===== config.mk =====
export PLATFORM = sky130hd
export DESIGN_NAME = hds_cell_unit
export DESIGN_NICKNAME = d
export VERILOG_FILES = /design/src/rtl/hds_pkg.sv /design/src/rtl/hds_cell_unit.sv
export SDC_FILE = /design/constraint.sdc
export NUM_CORES = 1
export LEC_CHECK = 0
export ABC_AREA = 1
export BUFFER_PORTS_ARGS = -buffer_cell sky130_fd_sc_hd__buf_4
export CORE_ASPECT_RATIO = 0.75
export CORE_MARGIN = 2
export CORE_UTILIZATION = 62
export DETAILED_ROUTE_END_ITERATION = 10
export PLACE_DENSITY_LB_ADDON = 0.05
export RECOVER_POWER = 25
export SYNTH_ARGS = -nofsm -noshare
export SYNTH_HDL_FRONTEND = slang
export SYNTH_SLANG_ARGS = --single-unit

===== constraint.sdc =====
create_clock -name i_clk -period 9.8 [get_ports i_clk]
set_input_delay 1.96 -clock i_clk [delete_from_list [all_inputs] [get_ports i_clk]]
set_output_delay 1.96 -clock i_clk [all_outputs]
set_load 0.02 [all_outputs]

===== src/rtl/hds_pkg.sv =====
// ============================================================================
// hds_pkg
// Shared types and constants for the 1-D heat diffusion step engine.
// ============================================================================
package hds_pkg;

    // Row geometry
    localparam int MAX_CELLS = 256;
    localparam int ADDR_W    = $clog2(MAX_CELLS);
    localparam int CNT_W     = $clog2(MAX_CELLS + 1);

    // Field and register widths
    localparam int TEMP_W    = 25;
    localparam int RATIO_W   = 16;
    localparam int TSTEP_W   = 32;
    localparam int TIME_W    = 48;
    localparam int STEPS_W   = 32;
    localparam int CC_W      = 9;
    localparam int CFG_W     = 48;
    localparam int CFG_IDX_W = 3;
    localparam int REQ_W     = 2;
    localparam int CIDX_W    = 8;

    // Width used when clamping the cell count
    localparam int EW = (CNT_W > CC_W) ? CNT_W : CC_W;

    // Arithmetic widths: laplacian, product, rounded delta, candidate value
    localparam int FRAC_W  = 16;
    localparam int LAP_W   = TEMP_W + 3;
    localparam int PROD_W  = LAP_W + RATIO_W + 1;
    localparam int DELTA_W = PROD_W - FRAC_W;
    localparam int VAL_W   = DELTA_W + 1;

    localparam logic [PROD_W-1:0] ROUND_BIAS     = PROD_W'(1 << (FRAC_W - 1));
    localparam logic [TEMP_W-1:0] TEMP_MAX       = '1;
    localparam logic [TEMP_W-1:0] INTERIOR_START = TEMP_W'(19660800);

    // Reset values of the configuration registers
    localparam logic [RATIO_W-1:0] RATIO_RESET = '0;
    localparam logic [TSTEP_W-1:0] TSTEP_RESET = TSTEP_W'(65536);
    localparam logic [TIME_W-1:0]  END_RESET   = TIME_W'(6553600);
    localparam logic [STEPS_W-1:0] MAXS_RESET  = STEPS_W'(1000);
    localparam int                 CC_RESET    = 256;
    localparam logic [CC_W-1:0]    CC_RESET_V  = CC_W'(CC_RESET);
    localparam int RESET_NCELLS = (CC_RESET > MAX_CELLS) ? MAX_CELLS : CC_RESET;

    // Configuration register indexes
    localparam logic [CFG_IDX_W-1:0] CFG_RATIO    = 3'd0;
    localparam logic [CFG_IDX_W-1:0] CFG_TSTEP    = 3'd1;
    localparam logic [CFG_IDX_W-1:0] CFG_END_TIME = 3'd2;
    localparam logic [CFG_IDX_W-1:0] CFG_MAX_STEP = 3'd3;
    localparam logic [CFG_IDX_W-1:0] CFG_CELLS    = 3'd4;

    // Request codes
    localparam logic [REQ_W-1:0] REQ_STEP    = 2'd0;
    localparam logic [REQ_W-1:0] REQ_READ    = 2'd1;
    localparam logic [REQ_W-1:0] REQ_RESTART = 2'd2;

    typedef struct packed {
        logic [REQ_W-1:0]  req_type;
        logic [CIDX_W-1:0] cell_index;
    } t_req;

    typedef struct packed {
        logic               stepped;
        logic               done_res;
        logic [STEPS_W-1:0] steps_taken;
        logic [TEMP_W-1:0]  cell_temp;
    } t_res;

    // Read beat from the cell store into the update unit
    typedef struct packed {
        logic              vld;
        logic [ADDR_W-1:0] idx;
        logic [TEMP_W-1:0] temp;
    } t_rd_beat;

    // Write request into the cell store
    typedef struct packed {
        logic              we;
        logic [ADDR_W-1:0] addr;
        logic [TEMP_W-1:0] data;
    } t_wr_req;

    typedef enum logic [2:0] {
        S_FILL,
        S_IDLE,
        S_EXEC,
        S_RDWAIT,
        S_SWEEP,
        S_DRAIN,
        S_FINISH
    } t_state;

endpackage


===== src/rtl/hds_cell_unit.sv =====
// ============================================================================
// hds_cell_unit
// Shared cell update unit: three-point window, laplacian, multiply by the
// ratio, round half up and clamp. One cell per beat, through stages A and B.
// ============================================================================
module hds_cell_unit import hds_pkg::*; (
    input  logic               i_clk,
    input  logic               i_rst_n,
    input  logic [RATIO_W-1:0] i_ratio,
    input  t_rd_beat           i_rd,
    output t_wr_req            o_wr,
    output logic               o_busy
);

    // window: two previous cells, incoming beat is the right neighbor
    logic [TEMP_W-1:0] r_left;
    logic [TEMP_W-1:0] r_mid;

    // stage A: laplacian
    logic                    r_a_vld;
    logic signed [LAP_W-1:0] r_a_lap;
    logic [TEMP_W-1:0]       r_a_mid;
    logic [ADDR_W-1:0]       r_a_addr;

    // stage B: product
    logic                     r_b_vld;
    logic signed [PROD_W-1:0] r_b_prod;
    logic [TEMP_W-1:0]        r_b_mid;
    logic [ADDR_W-1:0]        r_b_addr;

    logic signed [LAP_W-1:0]   w_lap;
    logic signed [PROD_W-1:0]  w_prod;
    logic signed [PROD_W-1:0]  w_sum;
    logic signed [DELTA_W-1:0] w_delta;
    logic signed [VAL_W-1:0]   w_val;
    logic [TEMP_W-1:0]         w_new;
    logic                      w_a_go;

    assign w_lap = $signed({3'b000, r_left}) - $signed({2'b00, r_mid, 1'b0})
                 + $signed({3'b000, i_rd.temp});
    assign w_a_go = i_rd.vld && (i_rd.idx >= ADDR_W'(2));
    assign w_prod = r_a_lap * $signed({1'b0, i_ratio});

    always_ff @(posedge i_clk) begin
        if (i_rd.vld) begin
            r_left <= r_mid;
            r_mid  <= i_rd.temp;
        end
        r_a_lap  <= w_lap;
        r_a_mid  <= r_mid;
        r_a_addr <= i_rd.idx - ADDR_W'(1);
        r_b_prod <= w_prod;
        r_b_mid  <= r_a_mid;
        r_b_addr <= r_a_addr;
    end

    always_ff @(posedge i_clk) begin
        if (!i_rst_n) begin
            r_a_vld <= 1'b0;
            r_b_vld <= 1'b0;
        end else begin
            r_a_vld <= w_a_go;
            r_b_vld <= r_a_vld;
        end
    end

    // round half up, then saturate into the temperature range
    always_comb begin
        w_sum   = r_b_prod + $signed(ROUND_BIAS);
        w_delta = w_sum[PROD_W-1:FRAC_W];
        w_val   = $signed({{(VAL_W-TEMP_W){1'b0}}, r_b_mid}) + VAL_W'(w_delta);
        if (w_val[VAL_W-1]) begin
            w_new = '0;
        end else if (|w_val[VAL_W-2:TEMP_W]) begin
            w_new = TEMP_MAX;
        end else begin
            w_new = w_val[TEMP_W-1:0];
        end
    end

    always_comb begin
        o_wr.we   = r_b_vld;
        o_wr.addr = r_b_addr;
        o_wr.data = w_new;
    end

    assign o_busy = r_a_vld | r_b_vld;

endmodule


==> impl_results.md <==
* Clock skew at 0.0139 ns
* Post-DR vias/cell at 5.36
* Register area share after synthesis at 15.6%
* Starting density of the core at between 60% and 70%
* Iter 0 DRT Violations at 1562
* Remaining Overflow, GRT at 0
* Final ANT Viol Nets at 0
* Yosys cell types at 49
* Number of global-route vias before repair at 21300
* Pre-CTS setup slack at 2.14 ns
* Initial antenna violation count at 1
* Worst Setup Path Type: input pin to flop
* Worst path cell trace: buf_4, nand2_1, fa_1, inv_1, fa_1, fa_1, fa_1, fa_1, inv_1, fa_1, inv_1, ha_1, nand2_1, nand2_1, a21oi_1, o21ai_0, a2111oi_0, nand3_1, nand2_1, nand2_1
* Setup TNS Final at 0 ns
* DRC at 0
* Synth area leaders: fa_1, inv_1, nand2_1, dfxtp_1, ha_1
* Simple logic cell fraction of the synthesized area at between 15 and 20%
* Status: completed
* Fmax at 0.137 GHz
* EDFF count, synth at 50
* Die width at 239 um
* Setup ws final at 2.52 ns
* Count of final setup violators at 0
* Cells after synthesis at 3227
* Fin crit share at 74.3%
* Root buffer cell: clkbuf_16
* Slew Limit Headroom at between 20% and 30%
* XOR/XNOR share of the synthesized area at 4.52%
* Cell family with most CP delay: adder cells
* Num CTS Buffers at 17
* Post-CTS Hold Buffers at 0
* Drt total wl at 68.4 mm
* Filler cell count at 3495
* RSZ-0062 raised after global routing: no
* Max Slew Vio Count at 0
* Die H at between 150 and 200 um
* Core area at 40900 sq um
* Drt pass-1 iters at 7
* Main flop type after synthesis: dfxtp_1
* Post-synthesis adder-cell area fraction at around 43%
* Clock Latency Late Sink at 0.44 ns
* Antenna Cells at 0
* Placed Cells incl. Taps at 3770
* Layout cells sized above 1 at 5.28%
* RePlAce Congestion at 1.01
* Syn Std Cell Area at roughly 26000 sq um
* # rows at 64
* Worst EP required at 10.14 ns
* Total track usage at between 30% and 40%
* Min Tclk post-route at 7.28 ns
* Final HPWL DP at 56.7 mm
* DIE AREA at 43200 sq um
* Largest net degree at the start of global routing at 52
* CTS tree: done
* CP arrival at 7.62 ns
* Mapped Nets at 3897
* Synth top cells by count: inv_1, nand2_1, fa_1
* Yosys top cell area share at 33.7%
* Top cell by count, worst path: fa_1
* Crit path buf inv count at 4
* Seq cells post-synth at 176
* Worst Path Max Fanout at 28
* # resized after CTS at 0
* Setup Fix Bufs, Post-CTS at 0
* Clock Path Buffers at 2
* Yosys top cell by area: fa_1
* Crit-path slowest cell: fa_1
* Synth Warn # at 0
* Clk sink count at approximately 180
* Least-Margin Pin Slew at approximately 1.2 ns
* Startpoint types: input pin
* Final non-filler cell total at 3802
* Max-Cap Viols at 0
* Mux cell area share after synthesis at 0%
* Ports at a little under 90
* Count leader, synth: inv_1
* Hold Path Class: flop to flop
* CTS H-tree lvls at 4
* First-pass GRT wire length at 112 mm
* Routed vias at 20400
* Final hold violations at 0
* Largest family of logic cells by synthesized area: adder cells
* Wire per inst at 18.0 um
* Ys async rst share at 0%
* Nets at 3898
* IO Port Bufs at 86
* Syn avg cell area at 7.99 sq um
* Worst Setup End Kind: flop
* Synth-to-layout area growth at 5.95%
* Synth Area in Compound Gates at 6.66%
* Clk pin slew, worst setup/hold paths at roughly 0.08 ns
* Largest stage delay, worst path at a little under 0.6 ns
-- metrics by stage --
| stage | hold WS (ns) | cell area, sq um | utilization (%) |
|---|---|---|---|
| CTS | 0.329 | 27300 | 66.7 |
| detailed placement | 0.312 | 26700 | 65.2 |
| global route | 0.329 | 27300 | 66.7 |
| finish | 0.326 | 27300 | 66.7 |
| floorplan | 0.310 | 25800 | - |
| global placement | 0.312 | 26700 | 65.2 |
-- worst paths after layout --
check | to | slack (ns) | cells after the start | startpoint
setup / recovery | r_b_prod[37] | 2.52 | 20 | i_ratio[8]
hold / removal | r_b_mid[24] | 0.33 | 0 | r_a_mid[24]
hold reg to reg | r_b_mid[24] | 0.33 | 0 | r_a_mid[24]
setup reg to reg | r_b_prod[37] | 3.28 | 19 | r_a_lap[18]
-- cells by family (layout without fill, tap and decap cells) --
family,count (synthesis),in the layout
buffers and inverters,950,964
adders and majority gates,618,618
xor gates and xnor gates,133,133
AOI/OAI and AO/OA,295,295
DFF,176,176
and+or+nand+nor,1055,1055
-- sequential cells by signal, indices dropped and copies added (netlist names) --
| register | flops |
|---|---|
| r_b_prod | 30 |
| r_b_addr | 8 |
| r_a_addr | 8 |
| r_mid | 25 |
| r_a_vld | 1 |
| r_a_lap | 28 |
| r_b_mid | 25 |
| r_b_vld | 1 |
| r_left | 25 |
| r_a_mid | 25 |
-- cells in the final DEF, fill, tap and decap left out, drive strengths merged, types with 8 or more instances in the layout --
| cell type | synthesis | layout |
|---|---|---|
| a21o | 20 | 20 |
| a21oi | 154 | 154 |
| a31oi | 11 | 11 |
| buf | 18 | 90 |
| clkbuf | 90 | 19 |
| dfxtp | 126 | 126 |
| edfxtp | 50 | 50 |
| fa | 434 | 434 |
| ha | 184 | 184 |
| inv | 842 | 849 |
| nand2 | 772 | 772 |
| nand3 | 67 | 67 |
| nand4 | 15 | 15 |
| nor2 | 157 | 157 |
| nor3 | 22 | 22 |
| nor4 | 8 | 8 |
| o21a | 12 | 12 |
| o21ai | 74 | 74 |
| o21bai | 8 | 8 |
| xnor2 | 57 | 57 |
| xor2 | 76 | 76 |
-- routing by layer --
| metal | vias to the layer above | wire length [um] | GRT usage (%) |
|---|---|---|---|
| li1 | 9498 | - | - |
| met1 | 9942 | 31500 | 51.0 |
| met2 | 843 | 30100 | 51.6 |
| met3 | 86 | 5820 | 4.38 |
| met4 | 0 | 967 | 5.73 |
| met5 | - | 0 | 0 |
-- final cells by class --
class / instances / area [sq um] / area share (%)
timing repair buffer: 90 / 676 / 2.47
multi-input combinational: 2101 / 18100 / 66.4
clock buffer: 19 / 453 / 1.66
clock inverter: 13 / 160 / 0.587
sequential: 176 / 4020 / 14.7
tap: 561 / 702 / 2.57
inverter: 842 / 3160 / 11.6
-- worst reg2reg max path, cell delays in order (launching register included) --
cell       delay (ns)
dfxtp_1          1.09
nand2_1          0.20
fa_1             0.57
inv_1            0.05
fa_1             0.48
fa_1             0.59
fa_1             0.46
fa_1             0.50
inv_1            0.05
fa_1             0.52
inv_1            0.04
ha_1             0.38
nand2_1          0.09
nand2_1          0.07
a21oi_1          0.23
o21ai_0          0.23
a2111oi_0        0.57
nand3_1          0.13
nand2_1          0.09
nand2_1          0.05
Power is not shown: default switching activity piles up to over one toggle a cycle in this logic, so the estimate is an artifact.
